[src/rtl/core/cac_pkg.sv]
// Shared types and constants for the cry alarm controller.
// No dependencies; every other file in rtl/core imports this package.
package cac_pkg;

  // Controller state, also shown on the status output
  typedef enum logic [1:0] {
    ST_IDLE   = 2'd0,
    ST_DETECT = 2'd1,
    ST_ALARM  = 2'd2
  } state_e;

  // Key codes carried by each poll
  localparam logic [2:0] OP_NONE  = 3'd0;
  localparam logic [2:0] OP_ENTER = 3'd1;
  localparam logic [2:0] OP_BACK  = 3'd2;
  localparam logic [2:0] OP_UP    = 3'd3;
  localparam logic [2:0] OP_DOWN  = 3'd4;

  // Notice codes
  localparam logic [2:0] NTC_NONE       = 3'd0;
  localparam logic [2:0] NTC_MODE_SOUND = 3'd1;
  localparam logic [2:0] NTC_MODE_MUTE  = 3'd2;
  localparam logic [2:0] NTC_CLEARED    = 3'd3;
  localparam logic [2:0] NTC_AUTO_STOP  = 3'd4;

  // Configuration register indexes
  localparam int unsigned CFG_IDX_W  = 3;
  localparam int unsigned CFG_DATA_W = 20;
  localparam logic [CFG_IDX_W-1:0] REG_INIT_THR  = 3'd0;
  localparam logic [CFG_IDX_W-1:0] REG_THR_FLOOR = 3'd1;
  localparam logic [CFG_IDX_W-1:0] REG_THR_CEIL  = 3'd2;
  localparam logic [CFG_IDX_W-1:0] REG_THR_INCR  = 3'd3;
  localparam logic [CFG_IDX_W-1:0] REG_DET_TMO   = 3'd4;
  localparam logic [CFG_IDX_W-1:0] REG_ALARM_DUR = 3'd5;
  localparam logic [CFG_IDX_W-1:0] REG_BLINK_PER = 3'd6;

  // Field widths fixed by the register map
  localparam int unsigned THR_W = 12;
  localparam int unsigned TMO_W = 16;
  localparam int unsigned DUR_W = 20;
  localparam int unsigned BLK_W = 16;

  // Reset values
  localparam logic [THR_W-1:0] RST_INIT_THR  = 12'd2000;
  localparam logic [THR_W-1:0] RST_THR_FLOOR = 12'd500;
  localparam logic [THR_W-1:0] RST_THR_CEIL  = 12'd3500;
  localparam logic [THR_W-1:0] RST_THR_INCR  = 12'd200;
  localparam logic [TMO_W-1:0] RST_DET_TMO   = 16'd3000;
  localparam logic [DUR_W-1:0] RST_ALARM_DUR = 20'd30000;
  localparam logic [BLK_W-1:0] RST_BLINK_PER = 16'd500;

  // Settings seen by the controller step
  typedef struct packed {
    logic [THR_W-1:0] thr_floor;
    logic [THR_W-1:0] thr_ceil;
    logic [THR_W-1:0] thr_incr;
    logic [TMO_W-1:0] det_tmo;
    logic [DUR_W-1:0] alarm_dur;
    logic [BLK_W-1:0] blink_per;
  } cac_cfg_t;

endpackage

[src/rtl/core/cac_cfg_regs.sv]
// Configuration register bank of the cry alarm controller.
// Depends on cac_pkg; the initial threshold is loaded straight into the top level.
module cac_cfg_regs (
  input  logic                              clk_i,
  input  logic                              rst_ni,
  input  logic                              cfg_we_i,
  input  logic [cac_pkg::CFG_IDX_W-1:0]     cfg_index_i,
  input  logic [cac_pkg::CFG_DATA_W-1:0]    cfg_wdata_i,
  output cac_pkg::cac_cfg_t                 cfg_o
);
  import cac_pkg::*;

  cac_cfg_t cfg_q;

  // Decode the write and keep each field at its own width
  always_ff @(posedge clk_i or negedge rst_ni) begin
    if (!rst_ni) begin
      cfg_q.thr_floor <= RST_THR_FLOOR;
      cfg_q.thr_ceil  <= RST_THR_CEIL;
      cfg_q.thr_incr  <= RST_THR_INCR;
      cfg_q.det_tmo   <= RST_DET_TMO;
      cfg_q.alarm_dur <= RST_ALARM_DUR;
      cfg_q.blink_per <= RST_BLINK_PER;
    end else if (cfg_we_i) begin
      unique case (cfg_index_i)
        REG_THR_FLOOR: cfg_q.thr_floor <= cfg_wdata_i[THR_W-1:0];
        REG_THR_CEIL:  cfg_q.thr_ceil  <= cfg_wdata_i[THR_W-1:0];
        REG_THR_INCR:  cfg_q.thr_incr  <= cfg_wdata_i[THR_W-1:0];
        REG_DET_TMO:   cfg_q.det_tmo   <= cfg_wdata_i[TMO_W-1:0];
        REG_ALARM_DUR: cfg_q.alarm_dur <= cfg_wdata_i[DUR_W-1:0];
        REG_BLINK_PER: cfg_q.blink_per <= cfg_wdata_i[BLK_W-1:0];
        default: begin
          // initial threshold lives in the top level; index 7 is unused
        end
      endcase
    end
  end

  assign cfg_o = cfg_q;

endmodule

[src/rtl/core/cry_alarm_controller.sv]
// Cry alarm controller top level: input register, one-poll step logic, result register.
// Depends on cac_pkg and cac_cfg_regs.
//
// One poll is accepted per clock cycle while in_stall_o is low; its result is loaded into
// the output register when the output side is ready. The whole step (key handling, threshold
// clamp, state update, wrap-around time compares) is a single layer of logic between the
// input register and the controller state, so the rate is one poll per cycle whenever the
// output side is not stalled. A stalled valid result holds the result register; a poll in
// the input register then holds too and raises in_stall_o. Configuration writes take effect
// on the next edge; writing the initial threshold also loads the live threshold.
module cry_alarm_controller #(
  parameter int unsigned SAMPLE_BITS = 12,
  parameter int unsigned TIME_BITS   = 32
) (
  input  logic                           clk_i,
  input  logic                           rst_ni,
  // poll requests
  input  logic                           in_valid_i,
  output logic                           in_stall_o,
  input  logic [2:0]                     opcode_i,
  input  logic [TIME_BITS-1:0]           now_ms_i,
  input  logic [SAMPLE_BITS-1:0]         sound_level_i,
  input  logic                           sound_trigger_i,
  input  logic                           cry_edge_i,
  input  logic                           other_edge_i,
  // configuration writes
  input  logic                           cfg_we_i,
  input  logic [cac_pkg::CFG_IDX_W-1:0]  cfg_index_i,
  input  logic [cac_pkg::CFG_DATA_W-1:0] cfg_wdata_i,
  // result requests
  output logic                           out_valid_o,
  input  logic                           out_stall_i,
  output logic                           sound_alarm_on_o,
  output logic                           motor_on_o,
  output logic [1:0]                     status_o,
  output logic                           mute_mode_o,
  output logic [cac_pkg::THR_W-1:0]      threshold_now_o,
  output logic [SAMPLE_BITS-1:0]         last_level_o,
  output logic                           cry_report_o,
  output logic [TIME_BITS-1:0]           cry_time_ms_o,
  output logic [2:0]                     notice_o,
  output logic                           edge_clear_o
);
  import cac_pkg::*;

  localparam int unsigned CMP_W = (SAMPLE_BITS > THR_W) ? SAMPLE_BITS : THR_W;
  localparam int unsigned EL_W  = (TIME_BITS > DUR_W) ? TIME_BITS : DUR_W;

  cac_cfg_t cfg;

  cac_cfg_regs u_cfg (
    .clk_i       (clk_i),
    .rst_ni      (rst_ni),
    .cfg_we_i    (cfg_we_i),
    .cfg_index_i (cfg_index_i),
    .cfg_wdata_i (cfg_wdata_i),
    .cfg_o       (cfg)
  );

  // Handshake
  logic in_vld_q, out_vld_q;
  logic out_ready, in_ready, in_accept, advance;

  assign out_ready = !out_vld_q || !out_stall_i;
  assign in_ready  = !in_vld_q || out_ready;
  assign in_accept = in_valid_i && in_ready;
  assign advance   = in_vld_q && out_ready;
  assign in_stall_o = !in_ready;

  // Input register
  logic [2:0]             op_q;
  logic [TIME_BITS-1:0]   now_q;
  logic [SAMPLE_BITS-1:0] lvl_q;
  logic                   trig_q, cry_q, oth_q;

  always_ff @(posedge clk_i or negedge rst_ni) begin
    if (!rst_ni) begin
      in_vld_q <= 1'b0;
    end else if (in_ready) begin
      in_vld_q <= in_valid_i;
    end
  end

  always_ff @(posedge clk_i) begin
    if (in_accept) begin
      op_q   <= opcode_i;
      now_q  <= now_ms_i;
      lvl_q  <= sound_level_i;
      trig_q <= sound_trigger_i;
      cry_q  <= cry_edge_i;
      oth_q  <= other_edge_i;
    end
  end

  // Controller state
  state_e               state_q, state_d;
  logic                 mute_q, mute_d;
  logic [THR_W-1:0]     thr_q, thr_d;
  logic [TIME_BITS-1:0] det_start_q, det_start_d;
  logic [TIME_BITS-1:0] alarm_start_q, alarm_start_d;
  logic [TIME_BITS-1:0] blink_mark_q, blink_mark_d;
  logic                 blink_q, blink_d;
  logic [TIME_BITS-1:0] cry_time_q, cry_time_d;
  logic [2:0]           notice_d;
  logic                 clear_d, report_d;

  logic [THR_W:0]       floor_sum, up_sum;
  logic [TIME_BITS-1:0] el_det, el_blink, el_alarm;

  // One poll: keys first, then the state in force after the key
  always_comb begin
    state_d       = state_q;
    mute_d        = mute_q;
    thr_d         = thr_q;
    det_start_d   = det_start_q;
    alarm_start_d = alarm_start_q;
    blink_mark_d  = blink_mark_q;
    blink_d       = blink_q;
    cry_time_d    = cry_time_q;
    notice_d      = NTC_NONE;
    clear_d       = 1'b0;
    report_d      = 1'b0;
    floor_sum     = {1'b0, cfg.thr_floor} + {1'b0, cfg.thr_incr};
    up_sum        = {1'b0, thr_q} + {1'b0, cfg.thr_incr};
    el_det        = '0;
    el_blink      = '0;
    el_alarm      = '0;

    // key handling
    case (op_q)
      OP_ENTER: begin
        mute_d   = !mute_q;
        notice_d = mute_d ? NTC_MODE_MUTE : NTC_MODE_SOUND;
        if (state_q == ST_ALARM) begin
          alarm_start_d = now_q;
          blink_mark_d  = now_q;
          blink_d       = 1'b1;
        end
      end
      OP_BACK: begin
        if (state_q == ST_ALARM) begin
          blink_d  = 1'b0;
          state_d  = ST_IDLE;
          clear_d  = 1'b1;
          notice_d = NTC_CLEARED;
        end else if (state_q == ST_DETECT) begin
          state_d = ST_IDLE;
          clear_d = 1'b1;
        end
      end
      OP_UP: begin
        // step towards the floor, clamp at the floor
        if ({1'b0, thr_q} > floor_sum) begin
          thr_d = thr_q - cfg.thr_incr;
        end else begin
          thr_d = cfg.thr_floor;
        end
      end
      OP_DOWN: begin
        // step towards the ceiling, clamp at the ceiling
        if (up_sum < {1'b0, cfg.thr_ceil}) begin
          thr_d = up_sum[THR_W-1:0];
        end else begin
          thr_d = cfg.thr_ceil;
        end
      end
      default: begin
        // no key, or an unused code
      end
    endcase

    // state update
    unique case (state_d)
      ST_IDLE: begin
        if ((CMP_W'(lvl_q) >= CMP_W'(thr_d)) || trig_q) begin
          state_d     = ST_DETECT;
          det_start_d = now_q;
          clear_d     = 1'b1;
        end
      end
      ST_DETECT: begin
        el_det = now_q - det_start_d;
        if (cry_q) begin
          cry_time_d    = now_q;
          state_d       = ST_ALARM;
          alarm_start_d = now_q;
          blink_mark_d  = now_q;
          blink_d       = 1'b1;
          report_d      = 1'b1;
        end else if (oth_q) begin
          state_d = ST_IDLE;
          clear_d = 1'b1;
        end else if (EL_W'(el_det) >= EL_W'(cfg.det_tmo)) begin
          state_d = ST_IDLE;
          clear_d = 1'b1;
        end
      end
      ST_ALARM: begin
        el_blink = now_q - blink_mark_d;
        if (EL_W'(el_blink) >= EL_W'(cfg.blink_per)) begin
          blink_mark_d = now_q;
          blink_d      = !blink_d;
        end
        if (cry_q) begin
          alarm_start_d = now_q;
          cry_time_d    = now_q;
          report_d      = 1'b1;
        end
        el_alarm = now_q - alarm_start_d;
        if (EL_W'(el_alarm) >= EL_W'(cfg.alarm_dur)) begin
          blink_d  = 1'b0;
          state_d  = ST_IDLE;
          clear_d  = 1'b1;
          notice_d = NTC_AUTO_STOP;
        end
      end
      default: begin
        state_d = ST_IDLE;
      end
    endcase
  end

  // Commit the step; a write of the initial threshold reloads the live one
  always_ff @(posedge clk_i or negedge rst_ni) begin
    if (!rst_ni) begin
      state_q       <= ST_IDLE;
      mute_q        <= 1'b0;
      thr_q         <= RST_INIT_THR;
      det_start_q   <= '0;
      alarm_start_q <= '0;
      blink_mark_q  <= '0;
      blink_q       <= 1'b0;
      cry_time_q    <= '0;
    end else begin
      if (cfg_we_i && (cfg_index_i == REG_INIT_THR)) begin
        thr_q <= cfg_wdata_i[THR_W-1:0];
      end else if (advance) begin
        thr_q <= thr_d;
      end
      if (advance) begin
        state_q       <= state_d;
        mute_q        <= mute_d;
        det_start_q   <= det_start_d;
        alarm_start_q <= alarm_start_d;
        blink_mark_q  <= blink_mark_d;
        blink_q       <= blink_d;
        cry_time_q    <= cry_time_d;
      end
    end
  end

  // Result register
  logic on_d;
  assign on_d = (state_d == ST_ALARM) && blink_d;

  always_ff @(posedge clk_i or negedge rst_ni) begin
    if (!rst_ni) begin
      out_vld_q <= 1'b0;
    end else if (out_ready) begin
      out_vld_q <= in_vld_q;
    end
  end

  always_ff @(posedge clk_i) begin
    if (advance) begin
      sound_alarm_on_o <= on_d && !mute_d;
      motor_on_o       <= on_d && mute_d;
      status_o         <= state_d;
      mute_mode_o      <= mute_d;
      threshold_now_o  <= thr_d;
      last_level_o     <= lvl_q;
      cry_report_o     <= report_d;
      cry_time_ms_o    <= cry_time_d;
      notice_o         <= notice_d;
      edge_clear_o     <= clear_d;
    end
  end

  assign out_valid_o = out_vld_q;

endmodule

[config.mk]
export PLATFORM = sky130hd
export DESIGN_NAME = cry_alarm_controller
export DESIGN_NICKNAME = d
export VERILOG_FILES = /design/src/rtl/core/cac_pkg.sv /design/src/rtl/core/cac_cfg_regs.sv /design/src/rtl/core/cry_alarm_controller.sv
export SDC_FILE = /design/constraint.sdc
export NUM_CORES = 1
export LEC_CHECK = 0
export BUFFER_PORTS_ARGS = -buffer_cell sky130_fd_sc_hd__buf_4
export CORE_UTILIZATION = 48
export CTS_BUF_LIST = sky130_fd_sc_hd__clkbuf_16
export CTS_CLUSTER_SIZE = 10
export DETAILED_ROUTE_END_ITERATION = 8
export PLACE_DENSITY = 0.75
export SKIP_LAST_GASP = 1
export SYNTH_ARGS = -nofsm -noshare
export SYNTH_HDL_FRONTEND = slang
export SYNTH_SLANG_ARGS = --single-unit
[constraint.sdc]
create_clock -name clk_i -period 7.2 [get_ports clk_i]
set_input_delay 0.36 -clock clk_i [delete_from_list [all_inputs] [get_ports clk_i]]
set_output_delay 0.36 -clock clk_i [all_outputs]
set_load 0.03 [all_outputs]
==> flow_summary.yaml, run 1 <==
run_status:
  status: "completed"
floorplanning:
  core-area_sq_mm: 0.0502
  fp.dieW_microns: 227
  initial_utilization_pct: 48.6
  die_y_microns: 227
  die_area_sq_mm: 0.0517
  ioPinCount: 146
  core.rowCount: 82
worst_setup_path:
  arrival_ns: 7.21
  worst-path-stages: 31
  r2r_setup_slack_ns: 0.36
  critPathLaunchType: "flip-flop"
  endpoint_kind: "flip-flop"
  slowest_delay_ns: 0.40
  crit_path_max_fanout: 24
  worst-path-buf-inv: 4
  reg2reg_depth: 31
  cp.required_ns: 7.57
  critical_path_class: "reg2reg"
  cpLargestDelayFamily: "simple AND/OR/NAND/NOR gates"
  cp_slowest_cell: "dfrtp_1"
pwr:
  power_density_mw_per_mm2: 429
  power.leakage_nw: 12.7
  p_total_w: 0.0121
  peakVddDrop_mv: 0.208
job:
  cap_violations: 0
global_route:
  grt_max_degree: 103
  grt_pass1_wl_microns: 113000
  antenna_found_initial: 1
  grt_pass1_vias: 20400
  overflow: 0
  grt_usage_pct: 28.1
detailed_routing:
  dr.pass1.iters: 6
  post_drt_wl_per_cell_microns: 20.3
  ant_nets: 0
  drc_errors: 0
  vias_per_cell: 5.95
  vias: 21400
  finalWirelength_microns: 72800
  drt_iter0_drc: 1997
cells_and_area:
  antenna_cells: 0
  multi_input_area_sq_mm: 0.0139
  layout-drive-gt1-share_pct: 13.3
  fin_nets: 3190
  area_growth_pct: 15.3
  final_cell_area_sq_mm: 0.0281
  fillers: 4405
  seqCellArea_sq_mm: 0.00939
  utilization_pct: 56.1
clock_network:
  ctsHtreeMaxLevel: 2
  clock-sinks: 350
  cts_tree: "done"
  numCtsBuffers: 44
  path_clk_slew_ns: 0.06
  clock_latency_ns: 0.59
  clockBufferDepth: 3
  clockRootBuffer: "clkbuf_16"
place:
  place_congestion: 0.986
  port-buffer-count: 145
  pre_cts_ws_ns: -0.0132
  dp.final_hpwl_microns: 54600
  place_area_sq_mm: 0.0262
sta:
  worst_slack_ns: 0.357
  final_max_slew_viol_count: 0
  max_freq_mhz: 146
  worst_slew_pin_slew_ns: 1.18
  hold_violations: 0
  holdWs_ns: 0.0319
  period_minus_slack_ns: 6.84
  finalCritPeriodShare_pct: 95.0
  slew_headroom_pct: 20.9
  setup_viol_count_final: 0
  fin_skew_ns: 0.0246
  rsz0062_at_grt: "no"
synthesis:
  ys_ff_latch: 350
  synth.most_common_cell: "nand2_1"
  synth.avg_cell_area_sq_um: 8.99
  synth-seq-area-share_pct: 38.5
  synth_edf_count: 116
  synth_top_area_cell: "dfrtp_1"
  syn_inst: 2712
  async_reset_ff_share_pct: 66.9
  synth_top_cell_area_share_pct: 19.7
  synth.area.top_cells: "dfrtp_1 (20%), edfxtp_1 (14%), ha_1 (11%)"
  yosys-top-cells-count: "nand2_1 (352), o21ai_0 (257), ha_1 (223)"
  synth-main-ff-cell: "dfrtp_1"
  synth_area_sq_mm: 0.0244
  ys_types: 82
  yosysWarnings: 0
  syn_nets: 3019
hold_path:
  hold_depth: 3
  hp-class: "in2reg"
==> kinds of logic after synthesis <==
group	share of synthesized area (%)
fa+ha+maj	11.9
buf+inv	4.85
compound gates	20.2
xor+xnor	3.05
flops	38.5
mux	6.63
simple gates	14.8
==> layout make-up <==
| type | instances | share of cell area (%) |
|---|---|---|
| clock inverters | 34 | 0.529 |
| inverters | 200 | 2.69 |
| clock buffers | 46 | 4.09 |
| multi-input cells | 2051 | 49.4 |
| well taps | 672 | 2.99 |
| repair buffers | 236 | 6.91 |
| flip-flops and latches | 350 | 33.4 |
==> power by group <==
| part | leakage [nW] | internal [W] | total (W) | switching [W] |
|---|---|---|---|---|
| Sequential | 3.82 | 0.00276 | 0.00314 | 0.000383 |
| Clock | 0.718 | 0.00114 | 0.00200 | 0.000858 |
| Combinational | 8.18 | 0.00276 | 0.00693 | 0.00416 |
| Total | 12.7 | 0.00667 | 0.0121 | 0.00540 |
==> state kept, by name, summed over array words and instances (netlist names), 12 cells and up <==
register and count:
u_cfg.cfg_o 88, alarm_start_q 32, blink_mark_q 32, cry_time_ms_o 32, cry_time_q 32, det_start_q 32, now_q 32, last_level_o 12
lvl_q 12, thr_q 12, threshold_now_o 12
==> per-stage QoR <==
stage	instances	TNS [ns]
after global placement	3448	0
after CTS	3581	0
after detailed placement	3448	-0.0132
final	3589	0
after floorplan	2712	0
after global routing	3589	0
==> layer usage <==
layer | vias up | wire length, microns | global-route usage (%) | share of wire [%]
met5 | - | 0 | 0 | 0
met2 | 814 | 31600 | 42.9 | 43
met1 | 10200 | 33100 | 40.1 | 46
li1 | 10200 | - | - | -
met4 | 0 | 2280 | 9.72 | 3.1
met3 | 140 | 5740 | 4.93 | 7.9
==> final timing paths <==
path	start	to
min in group asynchronous	rst_ni	u_cfg.cfg_o[22]
setup / recovery	state_q[0]	motor_on_o
hold / removal	cfg_wdata_i[12]	u_cfg.cfg_o[48]
hold reg to reg	lvl_q[8]	last_level_o[8]
max in group asynchronous	rst_ni	cry_time_q[31]
setup reg to reg	state_q[0]	motor_on_o
==> worst reg2reg max path: cells and delay by family, from the launching register on <==
family / cells / cell delay, ns
AO/OA/AOI/OAI: 11 / 1.99
XOR/XNOR: 1 / 0.11
adder cells (fa/ha/maj): 3 / 0.80
buffers and inverters: 4 / 0.67
flip-flops: 1 / 0.40
multiplexers: 1 / 0.29
AND/OR/NAND/NOR: 11 / 2.36
==> repair_timing <==
item,4_1_cts,5_1_grt
resized for setup,3,6
hold endpoints to repair,122,0
setup endpoints to repair,4,40
gates cloned,0,1
buffers inserted,0,7
pin swaps,0,3
hold buffers,53,0
==> cell usage in the layout (no fill, tap or decap), drive strengths merged, types with 32 or more instances in the layout <==
cell | Yosys | routed
a31oi | 46 | 46
dlygate4sd3 | 0 | 53
o22a | 32 | 32
xnor2 | 57 | 57
nand4 | 32 | 32
a21oi | 206 | 206
clkbuf | 92 | 46
nand2 | 352 | 352
mux2i | 75 | 75
dfrtp | 192 | 192
o21ai | 259 | 259
a21o | 45 | 45
nand3 | 47 | 47
nor3 | 37 | 37
dfstp | 42 | 42
nor2 | 174 | 175
edfxtp | 116 | 116
ha | 223 | 223
mux2 | 77 | 77
inv | 198 | 223
buf | 20 | 183
(Power assumes the default switching activity.)
==> run 2: changes to the inputs <==
Settings changed: PLACE_DENSITY 0.75 to 0.78.
Clock period 7.2 ns to 5.7 ns, I/O delays scaled along.
==> run 2 against run 1 <==
  * Combinational power increased by 52%
  * Critical endpoint is now det_start_q[22]
  * Global-route usage increased by 1.8 points
  * Die area is the same
  * Clock power increased by 30%
  * The run now ends with setup timing left
  * Largest power group unchanged
  * Non-clock buffer count grew 254
==> flow_summary.yaml, run 2 (synthesis results as in run 1) <==
floorplanning:
  ioPinCount: 146
  die_y_microns: 227
  core.rowCount: 82
  die_area_sq_mm: 0.0517
  initial_utilization_pct: 48.6
  fp.dieW_microns: 227
  core-area_sq_mm: 0.0502
worst_setup_path:
  cp_slowest_cell: "or4_4"
  cpLargestDelayFamily: "compound AO/OA/AOI/OAI gates"
  reg2reg_to: "det_start_q[22]"
  worst-path-buf-inv: 5
  endpoint_kind: "flip-flop"
  critical_path_class: "reg2reg"
  reg2reg_from: "u_cfg.cfg_o[76]"
  crit_top_cell: "a21oi_2"
  crit_path_max_fanout: 6
  critPathLaunchType: "flip-flop"
  r2r_setup_slack_ns: -0.42
  reg2reg_depth: 35
  slowest_delay_ns: 0.54
  cp.required_ns: 6.21
  arrival_ns: 6.63
sta:
  final_max_slew_viol_count: 0
  max_freq_mhz: 163
  worst_slew_pin_slew_ns: 1.05
  slew_headroom_pct: 29.9
  period_minus_slack_ns: 6.12
  finalCritPeriodShare_pct: 107
  rsz0062_at_grt: "yes"
  hold_violations: 0
  setup_viol_count_final: 71
  worst_slack_ns: -0.425
  fin_skew_ns: 0.0347
place:
  pre_cts_ws_ns: -0.724
  place_area_sq_mm: 0.0277
  place_congestion: 0.974
  dp.final_hpwl_microns: 57100
  port-buffer-count: 145
clock_network:
  numCtsBuffers: 43
  path_clk_slew_ns: 0.06
  clock-sinks: 350
  ctsHtreeMaxLevel: 2
  cts_tree: "done"
  clockRootBuffer: "clkbuf_16"
  clockBufferDepth: 3
  clock_latency_ns: 0.61
cells_and_area:
  area_growth_pct: 26.1
  antenna_cells: 0
  fillers: 4181
  final_cell_area_sq_mm: 0.0308
  mostFrequentLayoutCell: "buf_4"
  fin_nets: 3442
  largest_reg_flops: 88
  layout-drive-gt1-share_pct: 22.6
  layout_common_cells: "buf_4 (399), nand2_1 (333), o21ai_0 (222)"
pwr:
  power_density_mw_per_mm2: 554
  power.leakage_nw: 14.1
  swShare_pct: 43.7
  p_int_w: 0.00959
  clock_power_share_pct: 15.3
  netSwitchingPower_w: 0.00745
  pwr-share-seq_pct: 23.2
  peakVddDrop_mv: 0.291
  comb_power_share_pct: 61.5
global_route:
  grt_usage_pct: 30.0
  overflow: 0
  grt_max_degree: 173
  grt_pass1_wl_microns: 121000
  grt_pass1_vias: 22100
  antenna_found_initial: 0
run_status:
  violations: "setup timing"
  status: "finished, violations left"
hold_path:
  min_from: "cfg_wdata_i[0]"
  hp-class: "in2reg"
  hold-path-endpoint: "u_cfg.cfg_o[52]"
  hold_depth: 2
detailed_routing:
  post_drt_wl_per_cell_microns: 20.4
  drc_errors: 0
  ant_nets: 0
  vias_per_cell: 5.89
  vias: 22600
  drt_iter0_drc: 2076
  dr.pass1.iters: 6
  finalWirelength_microns: 78300
job:
  cap_violations: 0
[run 2: repair_timing]
action | CTS | global route
setup endpoints to repair | 75 | 75
pin swaps | 66 | 33
setup buffers | 35 | 7
hold buffers | 71 | 0
endpoints found under the hold margin | 160 | 0
resized for setup | 117 | 41
gates cloned | 5 | 1
[run 2: worst max-delay path by stage]
stage / slack, ns / from / endpoint / depth (start not counted)
global route: -0.66 / u_cfg.cfg_o[76] / det_start_q[22] / 35
finish: -0.42 / u_cfg.cfg_o[76] / det_start_q[22] / 35
CTS: -0.26 / u_cfg.cfg_o[52] / det_start_q[18] / 32
global placement: -0.59 / u_cfg.cfg_o[52] / det_start_q[5] / 30
detailed placement: -0.72 / u_cfg.cfg_o[52] / det_start_q[2] / 31
floorplan: 0.007 / u_cfg.cfg_o[53] / motor_on_o / 33
[run 2: cell type report]
class	count	area (sq um)	share of cell area [%]
clock buffers	44	1100	3.58
clock inverters	35	231	0.752
inverters	200	759	2.47
multi-input cells	2050	14300	46.6
flip-flops and latches	350	9390	30.5
well taps	672	841	2.73
repair buffers	490	4100	13.3
[run 2: worst reg2reg max path: cells and delay by family (launching register included)]
family / cells / cell delay, ns
AO/OA/AOI/OAI: 19 / 2.73
AND/OR/NAND/NOR: 7 / 1.08
buffers and inverters: 5 / 0.88
adder cells (fa/ha/maj): 3 / 0.78
flip-flops: 1 / 0.39
XOR/XNOR: 1 / 0.17
[run 2: metal layers]
| metal | global-route usage (%) | part of all wire, % | up-vias |
|---|---|---|---|
| li1 | - | - | 10600 |
| met1 | 41.2 | 44 | 11000 |
| met2 | 47.8 | 46 | 914 |
| met3 | 5.27 | 8.1 | 132 |
| met4 | 9.57 | 2.8 | 0 |
| met5 | 0 | 0 | - |
[run 2: power groups by stage]
stage               logic, W  registers [W]  clock network (W)
detailed placement   0.00954        0.00396                  0
CTS                   0.0101        0.00393            0.00265
floorplan            0.00617        0.00406                  0
global placement     0.00926        0.00392                  0
global route          0.0114        0.00402            0.00274
finish                0.0105        0.00394            0.00261
[run 2: metrics by stage]
step | utilization (%) | total power [W] | TNS (ns) | hold WS, ns | std cells
after detailed placement | 55.2 | 0.0135 | -27.10 | 0.269 | 3644
after global placement | 55.2 | 0.0132 | -21.16 | 0.260 | 3644
after CTS | 60.8 | 0.0167 | -7.44 | 0.00138 | 3834
final | 61.3 | 0.0170 | -14.82 | 0.0261 | 3841
after floorplan | - | 0.0102 | 0 | -0.0106 | 2712
after global routing | 61.3 | 0.0182 | -33.56 | 0.0350 | 3841
